[src/sv/sfr_pkg.sv]
// ----------------------------------------------------------------------------
// sfr_pkg: shared types and constants for the structure table framer
// Phase codes, record kinds, the result word layout and parameter defaults.
// ----------------------------------------------------------------------------
package sfr_pkg;

    // Default buffer size in bytes and the end-of-table structure type
    localparam longint unsigned TABLE_BYTES_DEF = 64'd65536;
    localparam logic [7:0]      END_TYPE_DEF    = 8'd127;

    // Header size and the header byte that carries the handle high byte
    localparam logic [7:0] HDR_BYTES = 8'd4;
    localparam logic [7:0] HDR_LAST  = 8'd3;

    typedef enum logic [1:0] {
        PH_HEADER  = 2'd0,
        PH_FORMAT  = 2'd1,
        PH_STRINGS = 2'd2,
        PH_DONE    = 2'd3
    } phase_t;

    typedef enum logic [1:0] {
        KIND_FRAMED    = 2'd0,
        KIND_END       = 2'd1,
        KIND_MALFORMED = 2'd2
    } kind_t;

    typedef struct packed {
        kind_t       kind;
        logic [7:0]  stype;
        logic [7:0]  flen;
        logic [15:0] handle;
        logic [15:0] offset;
        logic [15:0] slen;
        logic        done;
    } result_t;

endpackage

[src/sv/smbios_structure_framer_top.sv]
// ----------------------------------------------------------------------------
// smbios_structure_framer_top: SMBIOS structure table framer
// Frames header, formatted area and string set of each structure in a
// byte stream and reports one record per structure or table end.
//
//   channel | valid / stall         | words
//   --------+-----------------------+------------------------------------------
//   item    | item_valid/item_stall | table_byte, last_byte
//   rec     | rec_valid/rec_stall   | record_kind .. table_done (one record)
//
// One byte enters per cycle while item_stall is low; a record is offered
// from the result register after its byte has passed the input register.
// The input register and the result register sit around the framing
// logic, which builds each record word combinationally.
// rst_n clears the framer to header phase at table offset zero.
// A stalled record holds the framer; the input register can still take
// one more byte if it is empty, then item_stall rises.
// ----------------------------------------------------------------------------
module smbios_structure_framer_top
    import sfr_pkg::*;
#(
    parameter longint unsigned TABLE_BYTES = TABLE_BYTES_DEF,
    parameter logic [7:0]      END_TYPE    = END_TYPE_DEF
)
(
    input  logic        clk,
    input  logic        rst_n,
    input  logic        item_valid,
    output logic        item_stall,
    input  logic [7:0]  table_byte,
    input  logic        last_byte,
    output logic        rec_valid,
    input  logic        rec_stall,
    output logic [1:0]  record_kind,
    output logic [7:0]  struct_type,
    output logic [7:0]  formatted_length,
    output logic [15:0] struct_handle,
    output logic [15:0] struct_offset,
    output logic [15:0] strings_length,
    output logic        table_done
);

    logic       held_valid;
    logic [7:0] held_byte;
    logic       held_last;
    logic       advance;
    logic       res_valid;
    result_t    res;
    result_t    rec;

    // Advance the framer when a byte waits and the result slot is free
    assign advance = held_valid && (!rec_valid || !rec_stall);

    sfr_in_reg u_in (
        .clk        (clk),
        .rst_n      (rst_n),
        .item_valid (item_valid),
        .item_stall (item_stall),
        .table_byte (table_byte),
        .last_byte  (last_byte),
        .advance    (advance),
        .held_valid (held_valid),
        .held_byte  (held_byte),
        .held_last  (held_last)
    );

    sfr_core #(
        .TABLE_BYTES (TABLE_BYTES),
        .END_TYPE    (END_TYPE)
    ) u_core (
        .clk       (clk),
        .rst_n     (rst_n),
        .step      (advance),
        .in_byte   (held_byte),
        .in_last   (held_last),
        .res_valid (res_valid),
        .res       (res)
    );

    sfr_out_reg u_out (
        .clk       (clk),
        .rst_n     (rst_n),
        .load      (res_valid),
        .res       (res),
        .rec_stall (rec_stall),
        .rec_valid (rec_valid),
        .rec       (rec)
    );

    // Split the record word onto its ports
    assign record_kind      = rec.kind;
    assign struct_type      = rec.stype;
    assign formatted_length = rec.flen;
    assign struct_handle    = rec.handle;
    assign struct_offset    = rec.offset;
    assign strings_length   = rec.slen;
    assign table_done       = rec.done;

endmodule

[src/sv/sfr_in_reg.sv]
// ----------------------------------------------------------------------------
// sfr_in_reg: input register for table bytes
// Captures one byte word and its last mark; stalls the source while full
// and the framer cannot advance.
// ----------------------------------------------------------------------------
module sfr_in_reg
    import sfr_pkg::*;
(
    input  logic       clk,
    input  logic       rst_n,
    input  logic       item_valid,
    output logic       item_stall,
    input  logic [7:0] table_byte,
    input  logic       last_byte,
    input  logic       advance,
    output logic       held_valid,
    output logic [7:0] held_byte,
    output logic       held_last
);

    logic       valid_reg;
    logic       valid_next;
    logic [7:0] byte_reg;
    logic       last_reg;
    logic       accept;

    // Stall only while a word waits that the framer does not take
    assign item_stall = valid_reg && !advance;
    assign accept     = item_valid && !item_stall;

    always_comb
    begin
        if (accept)
        begin
            valid_next = 1'b1;
        end
        else if (advance)
        begin
            valid_next = 1'b0;
        end
        else
        begin
            valid_next = valid_reg;
        end
    end

    // Hold the control bit
    always_ff @(posedge clk or negedge rst_n)
    begin
        if (!rst_n)
        begin
            valid_reg <= 1'b0;
        end
        else
        begin
            valid_reg <= valid_next;
        end
    end

    // Capture the payload on accept
    always_ff @(posedge clk)
    begin
        if (accept)
        begin
            byte_reg <= table_byte;
            last_reg <= last_byte;
        end
    end

    assign held_valid = valid_reg;
    assign held_byte  = byte_reg;
    assign held_last  = last_reg;

endmodule

[src/sv/sfr_core.sv]
// ----------------------------------------------------------------------------
// sfr_core: framing state machine
// Tracks header, formatted area and string set, one byte per step, and
// decides the record that a byte produces.
// ----------------------------------------------------------------------------
module sfr_core
    import sfr_pkg::*;
#(
    parameter longint unsigned TABLE_BYTES = TABLE_BYTES_DEF,
    parameter logic [7:0]      END_TYPE    = END_TYPE_DEF
)
(
    input  logic       clk,
    input  logic       rst_n,
    input  logic       step,
    input  logic [7:0] in_byte,
    input  logic       in_last,
    output logic       res_valid,
    output result_t    res
);

    localparam int OFF_W = $clog2(TABLE_BYTES);
    localparam int EXT_W = (OFF_W > 16) ? OFF_W : 16;
    localparam logic [OFF_W-1:0] LAST_OFF = OFF_W'(TABLE_BYTES - 64'd1);

    phase_t             phase_reg,  phase_next;
    logic [7:0]         bis_reg,    bis_next;
    logic [7:0]         type_reg,   type_next;
    logic [7:0]         len_reg,    len_next;
    logic [15:0]        handle_reg, handle_next;
    logic [OFF_W-1:0]   offset_reg, offset_next;
    logic [15:0]        start_reg,  start_next;
    logic [15:0]        scount_reg, scount_next;
    logic               pzero_reg,  pzero_next;

    logic [EXT_W-1:0]   off_ext;
    logic               last;
    logic               emit;
    logic               ended;
    kind_t              kind;
    logic               done_flag;
    logic [15:0]        sc_inc;
    logic [7:0]         bis_inc;

    // Current byte values merged with the header fields held so far
    always_comb
    begin
        off_ext     = EXT_W'(offset_reg);
        last        = in_last || (offset_reg == LAST_OFF);
        bis_inc     = bis_reg + 8'd1;
        sc_inc      = (scount_reg == 16'hFFFF) ? scount_reg : scount_reg + 16'd1;
        start_next  = start_reg;
        type_next   = type_reg;
        len_next    = len_reg;
        handle_next = handle_reg;
        if (phase_reg == PH_HEADER)
        begin
            unique case (bis_reg)
                8'd0:
                begin
                    start_next = off_ext[15:0];
                    type_next  = in_byte;
                end
                8'd1:    len_next    = in_byte;
                8'd2:    handle_next = {8'h00, in_byte};
                default: handle_next = {in_byte, handle_reg[7:0]};
            endcase
        end
    end

    // Decide whether this byte produces a record and ends the table
    always_comb
    begin
        emit      = 1'b0;
        ended     = 1'b0;
        kind      = KIND_END;
        done_flag = 1'b1;
        unique case (phase_reg)
            PH_HEADER:
            begin
                if (bis_reg < HDR_LAST)
                begin
                    if (last)
                    begin
                        emit  = 1'b1;
                        ended = 1'b1;
                        kind  = KIND_END;
                    end
                end
                else if (type_next == 8'd0 && len_next == 8'd0)
                begin
                    emit  = 1'b1;
                    ended = 1'b1;
                    kind  = KIND_END;
                end
                else if (len_next < HDR_BYTES || last)
                begin
                    emit  = 1'b1;
                    ended = 1'b1;
                    kind  = KIND_MALFORMED;
                end
            end
            PH_FORMAT:
            begin
                if (last)
                begin
                    emit  = 1'b1;
                    ended = 1'b1;
                    kind  = KIND_MALFORMED;
                end
            end
            PH_STRINGS:
            begin
                if (in_byte == 8'd0 && (pzero_reg || last))
                begin
                    emit      = 1'b1;
                    kind      = KIND_FRAMED;
                    done_flag = last || (type_reg == END_TYPE);
                    ended     = done_flag;
                end
                else if (last)
                begin
                    emit  = 1'b1;
                    ended = 1'b1;
                    kind  = KIND_MALFORMED;
                end
            end
            default:
            begin
                emit = 1'b0;
            end
        endcase
    end

    // Next phase and counters
    always_comb
    begin
        phase_next  = phase_reg;
        bis_next    = bis_reg;
        scount_next = scount_reg;
        pzero_next  = pzero_reg;
        unique case (phase_reg)
            PH_HEADER:
            begin
                if (bis_reg < HDR_LAST)
                begin
                    if (!last)
                    begin
                        bis_next = bis_inc;
                    end
                end
                else if (!emit)
                begin
                    if (len_next == HDR_BYTES)
                    begin
                        phase_next  = PH_STRINGS;
                        scount_next = 16'd0;
                        pzero_next  = 1'b0;
                    end
                    else
                    begin
                        phase_next = PH_FORMAT;
                        bis_next   = HDR_BYTES;
                    end
                end
            end
            PH_FORMAT:
            begin
                if (!last)
                begin
                    bis_next = bis_inc;
                    if (bis_inc >= len_reg)
                    begin
                        phase_next  = PH_STRINGS;
                        scount_next = 16'd0;
                        pzero_next  = 1'b0;
                    end
                end
            end
            PH_STRINGS:
            begin
                scount_next = sc_inc;
                if (emit && !ended)
                begin
                    phase_next = PH_HEADER;
                    bis_next   = 8'd0;
                end
                else if (!emit)
                begin
                    pzero_next = (in_byte == 8'd0);
                end
            end
            default:
            begin
                phase_next = phase_reg;
            end
        endcase

        // Re-arm on the last byte, otherwise park after the end
        if (last)
        begin
            phase_next  = PH_HEADER;
            bis_next    = 8'd0;
            scount_next = 16'd0;
            pzero_next  = 1'b0;
            offset_next = '0;
        end
        else
        begin
            if (ended)
            begin
                phase_next = PH_DONE;
            end
            offset_next = offset_reg + OFF_W'(1);
        end
    end

    // Build the record word
    always_comb
    begin
        res_valid  = step && emit;
        res.kind   = kind;
        res.offset = start_next;
        res.done   = done_flag;
        if (kind == KIND_FRAMED)
        begin
            res.stype  = type_reg;
            res.flen   = len_reg;
            res.handle = handle_reg;
            res.slen   = sc_inc;
        end
        else
        begin
            res.stype  = 8'd0;
            res.flen   = 8'd0;
            res.handle = 16'd0;
            res.slen   = 16'd0;
        end
    end

    // Advance state on each processed byte
    always_ff @(posedge clk or negedge rst_n)
    begin
        if (!rst_n)
        begin
            phase_reg  <= PH_HEADER;
            bis_reg    <= 8'd0;
            type_reg   <= 8'd0;
            len_reg    <= 8'd0;
            handle_reg <= 16'd0;
            offset_reg <= '0;
            start_reg  <= 16'd0;
            scount_reg <= 16'd0;
            pzero_reg  <= 1'b0;
        end
        else if (step)
        begin
            phase_reg  <= phase_next;
            bis_reg    <= bis_next;
            type_reg   <= type_next;
            len_reg    <= len_next;
            handle_reg <= handle_next;
            offset_reg <= offset_next;
            start_reg  <= start_next;
            scount_reg <= scount_next;
            pzero_reg  <= pzero_next;
        end
    end

    // A last byte always leaves the framer at the top of a fresh table
    a_rearm: assert property (@(posedge clk) disable iff (!rst_n)
        step && last |=> phase_reg == PH_HEADER && offset_reg == '0 && bis_reg == 8'd0)
        else $error("framer not re-armed after last byte");

    // End and malformed records always close the table
    a_close: assert property (@(posedge clk) disable iff (!rst_n)
        res_valid && kind != KIND_FRAMED |-> done_flag)
        else $error("non-structure record without table_done");

    // The formatted-area counter stays between header end and length
    a_fmt: assert property (@(posedge clk) disable iff (!rst_n)
        phase_reg == PH_FORMAT |-> bis_reg >= HDR_BYTES && bis_reg < len_reg)
        else $error("formatted-area counter out of range");

endmodule

[src/sv/sfr_out_reg.sv]
// ----------------------------------------------------------------------------
// sfr_out_reg: result register
// Holds one record word until the sink takes it.
// ----------------------------------------------------------------------------
module sfr_out_reg
    import sfr_pkg::*;
(
    input  logic    clk,
    input  logic    rst_n,
    input  logic    load,
    input  result_t res,
    input  logic    rec_stall,
    output logic    rec_valid,
    output result_t rec
);

    logic    valid_reg;
    logic    valid_next;
    result_t rec_reg;

    always_comb
    begin
        if (load)
        begin
            valid_next = 1'b1;
        end
        else if (!rec_stall)
        begin
            valid_next = 1'b0;
        end
        else
        begin
            valid_next = valid_reg;
        end
    end

    // Hold the valid flag
    always_ff @(posedge clk or negedge rst_n)
    begin
        if (!rst_n)
        begin
            valid_reg <= 1'b0;
        end
        else
        begin
            valid_reg <= valid_next;
        end
    end

    // Capture a new record
    always_ff @(posedge clk)
    begin
        if (load)
        begin
            rec_reg <= res;
        end
    end

    assign rec_valid = valid_reg;
    assign rec       = rec_reg;

endmodule
[config.mk]
export PLATFORM = sky130hd
export DESIGN_NAME = smbios_structure_framer_top
export DESIGN_NICKNAME = d
export VERILOG_FILES = /design/src/sv/sfr_pkg.sv /design/src/sv/smbios_structure_framer_top.sv /design/src/sv/sfr_in_reg.sv /design/src/sv/sfr_core.sv /design/src/sv/sfr_out_reg.sv
export SDC_FILE = /design/constraint.sdc
export NUM_CORES = 1
export LEC_CHECK = 0
export BUFFER_PORTS_ARGS = -buffer_cell sky130_fd_sc_hd__clkbuf_2
export CAP_MARGIN = 40
export CORE_MARGIN = 2
export CORE_UTILIZATION = 55
export CTS_CLUSTER_SIZE = 16
export DETAILED_ROUTE_END_ITERATION = 16
export PLACE_DENSITY = 0.75
export REMOVE_ABC_BUFFERS = 1
export SYNTH_ARGS = -nofsm -noshare
export SYNTH_HDL_FRONTEND = slang
export SYNTH_SLANG_ARGS = --single-unit
[constraint.sdc]
create_clock -name clk -period 7.64 [get_ports clk]
set_input_delay 0.382 -clock clk [delete_from_list [all_inputs] [get_ports clk]]
set_output_delay 0.382 -clock clk [all_outputs]
set_load 0.01 [all_outputs]
; ---- After elaboration in Yosys (flattened, before gate mapping)
; Cells that the tools add are included.
[word_totals]
latch_bits = 0
ramBits = 0
input_bits = 13
output_inout_bits = 69
word_cells = 139
reg_bits = 169
mem_count = 0
romBits = 0
[classes]
magnitude_cmp = 3
reduce_logical = 34
n_eq_ne = 22
shift = 0
muxes = 55
bitwise = 1
div_mod_pow = 0
addsub = 3
n_mul = 0
[ops]
columns = op, n
row1 = $mux 16, 9
row2 = $mux 8, 9
row3 = $pmux 16 s3, 1
row4 = $add 16x1->16 const B, 2
row5 = $eq 16x16->1 const B, 2
row6 = $logic_not 8->1, 4
row7 = $pmux 16 s2, 1
row8 = $mux 2, 12
row9 = $pmux 8 s3, 1
row10 = $mux 1, 17
row11 = $ne 3x2->1 const B, 5
row12 = $ne 4x3->1 const B, 3
row13 = $pmux 2 s3, 2
row14 = $reduce_and 6->1, 2
row15 = $pmux 1 s3, 3
row16 = $add 8x1->8 const B, 1
row17 = $eq 8x1->1 const B, 1
row18 = $eq 8x2->1 const B, 1
row19 = $eq 8x3->1 const B, 1
row20 = $eq 8x7->1 const B, 1
row21 = $ge 8x8->1, 1
row22 = $lt 8x2->1 const B, 1
row23 = $lt 8x3->1 const B, 1
row24 = $ne 4x1->1 const B, 2
row25 = 19 further kinds, 35

; ---- Depth between registers and ports, before layout
[depth]
word_depth = 15
depth_mapped = 14
depth_no_buf = 13

; ---- By module
; Synthesis repeated with hierarchy kept, for this count alone.
[unflattened]
cells_unflattened = 729
area_unflattened_um2 = 7995.2
[modules_own_cells]
columns = module, seq_area_each_um2, area_each_um2, cells_per_inst, n_inst
row1 = sfr_core, 2277.2, 5611.6, 645, 1
row2 = sfr_out_reg, 2037.0, 2044.5, 69, 1
row3 = sfr_in_reg, 295.3, 327.8, 14, 1
row4 = smbios_structure_framer_top, 0.0, 11.3, 1, 1

; ---- Least setup slack after synthesis
; Ideal clock, no wire load.
[synth_timing]
path_type = register to register
start = reg u_core.bis_reg[3]
end = reg u_out.rec_reg (netlist bit u_out.rec[0]), enable pin
n_path_buf = 0
synth_period_minus_slack_ps = 5369
slack_ps = 2271
stages_incl_launch_ff = 7
t_arrival_ps = 4875
required_time_ps = 7146
setup_time_ps = 494
cell_sequence = dfrtp_1 -> or4_4 -> nor4_4 -> mux2i_1 -> a21oi_1 -> o21a_1 -> nor2_1
[synth_via]
elab_chain_cells = 10
word_cells_on_any_way = 17
classes_between = order compare: 2 / eq/ne: 1 / mux: 8 / reduce/logical: 6
[synth_rtl]
columns = item, line
row1 = start: declaration, sfr_core.sv:27  ; logic [7:0] bis_reg, bis_next;
row2 = start signal: assignment, sfr_core.sv:259  ; bis_reg <= bis_next;
row3 = $eq 8x1->1, sfr_core.sv:58  ; unique case (bis_reg)
row4 = $mux 8, sfr_core.sv:58
row5 = $mux 8, sfr_core.sv:56  ; if (phase_reg == PH_HEADER)
row6 = $lt 8x3->1, sfr_core.sv:96  ; else if (len_next < HDR_BYTES || last)
row7 = $logic_or 1x1->1, sfr_core.sv:96
row8 = $mux 1, sfr_core.sv:96
row9 = $mux 1, sfr_core.sv:90  ; else if (type_next == 8'd0 && len_next == 8'd0)
row10 = $mux 1 *, sfr_core.sv:81  ; if (bis_reg < HDR_LAST)
row11 = $pmux 1 s3 *, sfr_core.sv:78  ; unique case (phase_reg)
row12 = $logic_and 1x1->1 *, sfr_core.sv:221  ; res_valid = step && emit;
row13 = net res_valid, smbios_structure_framer_top.sv:47  ; logic res_valid;
row14 = end signal: assignment, sfr_out_reg.sv:55  ; rec_reg <= res;
row15 = end: declaration, sfr_out_reg.sv:19  ; result_t rec_reg;
; The timed path passes the listed nets; every way through them passes the cells marked *.
; A chain may end at the register's enable or synchronous reset.

; ---- Worst setup path after layout
[layout_timing]
start = reg u_core.phase_reg[0]
end = reg u_out.rec_reg (netlist bit u_out.rec[53]), enable pin
[layout_via]
elab_chain_cells = 9
word_cells_on_any_way = 15
classes_between = order compare: 1 / eq/ne: 2 / mux: 6 / reduce/logical: 6
[layout_rtl]
columns = item, line
row1 = start: declaration, sfr_core.sv:26  ; phase_t phase_reg, phase_next;
row2 = start signal: assignment, sfr_core.sv:258  ; phase_reg <= phase_next;
row3 = $logic_not 2->1, "sfr_core.sv:56, sfr_core.sv:78"
row4 = $mux 8, sfr_core.sv:56
row5 = $lt 8x3->1, sfr_core.sv:96
row6 = $logic_or 1x1->1, sfr_core.sv:96
row7 = $mux 1, sfr_core.sv:96
row8 = $mux 1, sfr_core.sv:90
row9 = $mux 1, sfr_core.sv:81
row10 = $pmux 1 s3 *, sfr_core.sv:78
row11 = $logic_and 1x1->1 *, sfr_core.sv:221
row12 = net res_valid, smbios_structure_framer_top.sv:47
; Marked as above.

==> results.md <==
- Synthesized area: 7900 sq um
- Clock sink count: 169
- CP max FO: 45
- Initial DRC Count: 437
- Seq/Total Area, Yosys: 58.3%
- Switching part of the total: 33.8%
- Most frequent cells in the layout: nand2_1 (97), dfrtp_1 (93), clkbuf_2 (80)
- Final Instance Area: 9080 sq um
- Met3 Use GR: 4.62%
- Core area: 13,900 sq um
- Routed vias: 5,560
- Final Non-Filler Cells: 984
- Root Driver: clkbuf_16
- Wirelength, routed: 16,000 microns
- Syn Area/Cell: 11.2 sq um
- Router iterations before antenna repair: 5
- Number of unique standard cell types used by synthesis: 58
- Post-Route Setup TNS: 0 ns
- Clock-pin slew on the worst setup and hold paths: 0.06 ns
- Clock Latency Late Sink: 0.44 ns
- FMAX: 255 MHz
- Commonest non-fill, non-tap cell in the layout: nand2_1
- Final setup fails: 0
- YS warnings: 0
- Synth-to-layout area growth: 14.9%
- Sequential group share of total power: 42.5%
- Comb pwr share: 30.7%
- Yosys reg bits: 169
- Post-DP HPWL: 11,000 microns
- Ant diodes: 0
- Wire per inst: 16.3 microns
- CP required: 7.71 ns
- Placed insts: 951
- Chip Width: 124 microns
- Status: finished, final reports clean
- Global-route wire length before repair: 26,300 microns
- Core Util, Final: 65.2%
- Async SR Flop Fraction: 55.0%
- Internal: 2000 uW
- Antenna-violating nets left: 0
- Hold crit path type: in -> reg
- Clk_skew: 0.00579 ns
- Antenna violations before repair: 0
- DP Area: 8510 sq um
- Tcrit/Tclk final: 51.3%
- Clk pwr share: 26.8%
- CP arrival: 3.99 ns
- Top FF cell, synth: dfrtp_1
- Starting Density: 56.7%
- P_sw: 1020 uW
- PD cells: 333 nW/um^2
- CTS H-tree depth: 4
- Setup bufs post-CTS: 0
- Largest net degree at the start of global routing: 54
- Startpoint Class: flop
- Worst VDD drop: 0.277 mV
- Vias in the first global route: 5,266
- Critical path class: reg -> reg
- Row count: 43
- TritonCTS buffer count: 17
- I/O pins: 82
- Worst Tran Pin Value: 0.926 ns
- Post-route minimum period: 3.92 ns
- # port buffers: 81
- Mapped Cells: 707
- Nets: 823
- Die H: 124 microns
- Post-route DRC: 0
- Fraction of layout cells with a size suffix above 1: 21.4%
- Vias per cell: 5.65
- EDFF count, synth: 76
- RSZ-0062 raised after global routing: no
- Crit. End Element: flop
- GR Util met1: 30.1%
- TritonCTS clock tree: built
- Leakage power: 0.00396 uW
- Max Slew Vio Count: 0
- CTS max path bufs: 2
- Die ar.: 15,300 sq um
- Max FFs per register: 67
- Total gr overflow: 0
- Final Hold Vio Count: 0
- Max-Cap Viols: 0
- Slew Limit Headroom: 38.2%
- GRT Total Usage: 22.5%
- Met2 usage: 36.6%
- GPL Wtd Cong: 0.854
- Gr busiest metal: met2
worst max-delay path, stage by stage (launching register included):
cell	delay, ns
dfrtp_1	0.42
inv_1	0.12
ha_1	0.51
nand2_1	0.17
nor4_4	0.31
mux2i_1	0.45
a21oi_1	0.15
o21a_1	0.25
nor2_4	0.57
buf_4	0.59
cell type report:
type                    count  area, sq um
clock buffers              24          504
repair buffers             89          474
fillers                  1060         4860
multi-input cells         490         3120
clock inverters             8         57.6
well taps                 180          225
inverters                  24         90.1
flip-flops and latches    169         4610
final timing paths:
path | startpoint | to | slack, ns | cells past startpoint
max | u_core.phase_reg[0] | u_out.rec[53] | 3.72 | 9
min | table_byte[1] | u_in.held_byte[1] | 0.12 | 1
max reg2reg | u_core.phase_reg[0] | u_out.rec[53] | 3.72 | 9
min reg2reg | u_core.start_reg[11] | u_core.start_reg[11] | 0.48 | 2
max in group asynchronous | rst_n | u_core.scount_reg[0] | 6.09 | 3
min in group asynchronous | rst_n | u_core.bis_reg[0] | 0.47 | 2
power by group through the flow:
| stage | combinational, uW | sequential, uW | clock, uW |
|---|---|---|---|
| 5_1_grt | 1040 | 1310 | 863 |
| 6_report | 928 | 1290 | 809 |
| 2_1_floorplan | 609 | 1310 | 0 |
| 3_5_place_dp | 928 | 1300 | 0 |
| 3_3_place_gp | 888 | 1290 | 0 |
| 4_1_cts | 932 | 1290 | 824 |
logic make-up (layout without fill, tap and decap cells):
family          after synthesis  count (layout)  share of synthesized area (%)
flops                       169             169                           58.3
buf+inv                      48             145                           2.41
mux                          52              52                           7.43
fa+ha+maj                    19              19                           3.01
simple gates                293             293                           18.1
xor+xnor                     23              23                           2.55
compound gates              103             103                           8.16
routing by layer:
metal / vias to the layer above / wire, microns / part of all wire, %
met3: 22 / 664 / 4.1
met5: - / 0 / 0
met4: 0 / 247 / 1.5
met1: 2717 / 7250 / 45
met2: 139 / 7850 / 49
li1: 2682 / - / -
synthesized netlist by cell type (19+ instances only):
cell / number / area, sq um
a21oi_1: 23 / 115
and2_1: 29 / 181
clkbuf_1: 20 / 75.1
dfrtp_1: 93 / 2330
edfxtp_1: 76 / 2280
ha_1: 19 / 238
inv_1: 24 / 90.1
mux2_2: 41 / 462
nand2_1: 97 / 364
nand3_1: 37 / 185
nor2_1: 64 / 240
o21ai_0: 35 / 175
through the flow:
step / hold slack (ns) / worst slack (ns) / power (uW)
global route: 0.107 / 3.42 / 3210
floorplan: 0.0864 / 2.27 / 1920
detailed placement: 0.403 / 3.73 / 2230
global placement: 0.394 / 3.87 / 2180
finish: 0.118 / 3.72 / 3020
CTS: 0.107 / 3.72 / 3040
what timing repair did:
| item | CTS | global route |
|---|---|---|
| hold buffers | 1 | 0 |
| hold endpoints to repair | 40 | 0 |
| resized for setup | 0 | 0 |
Power figures use the tool's default switching activity.
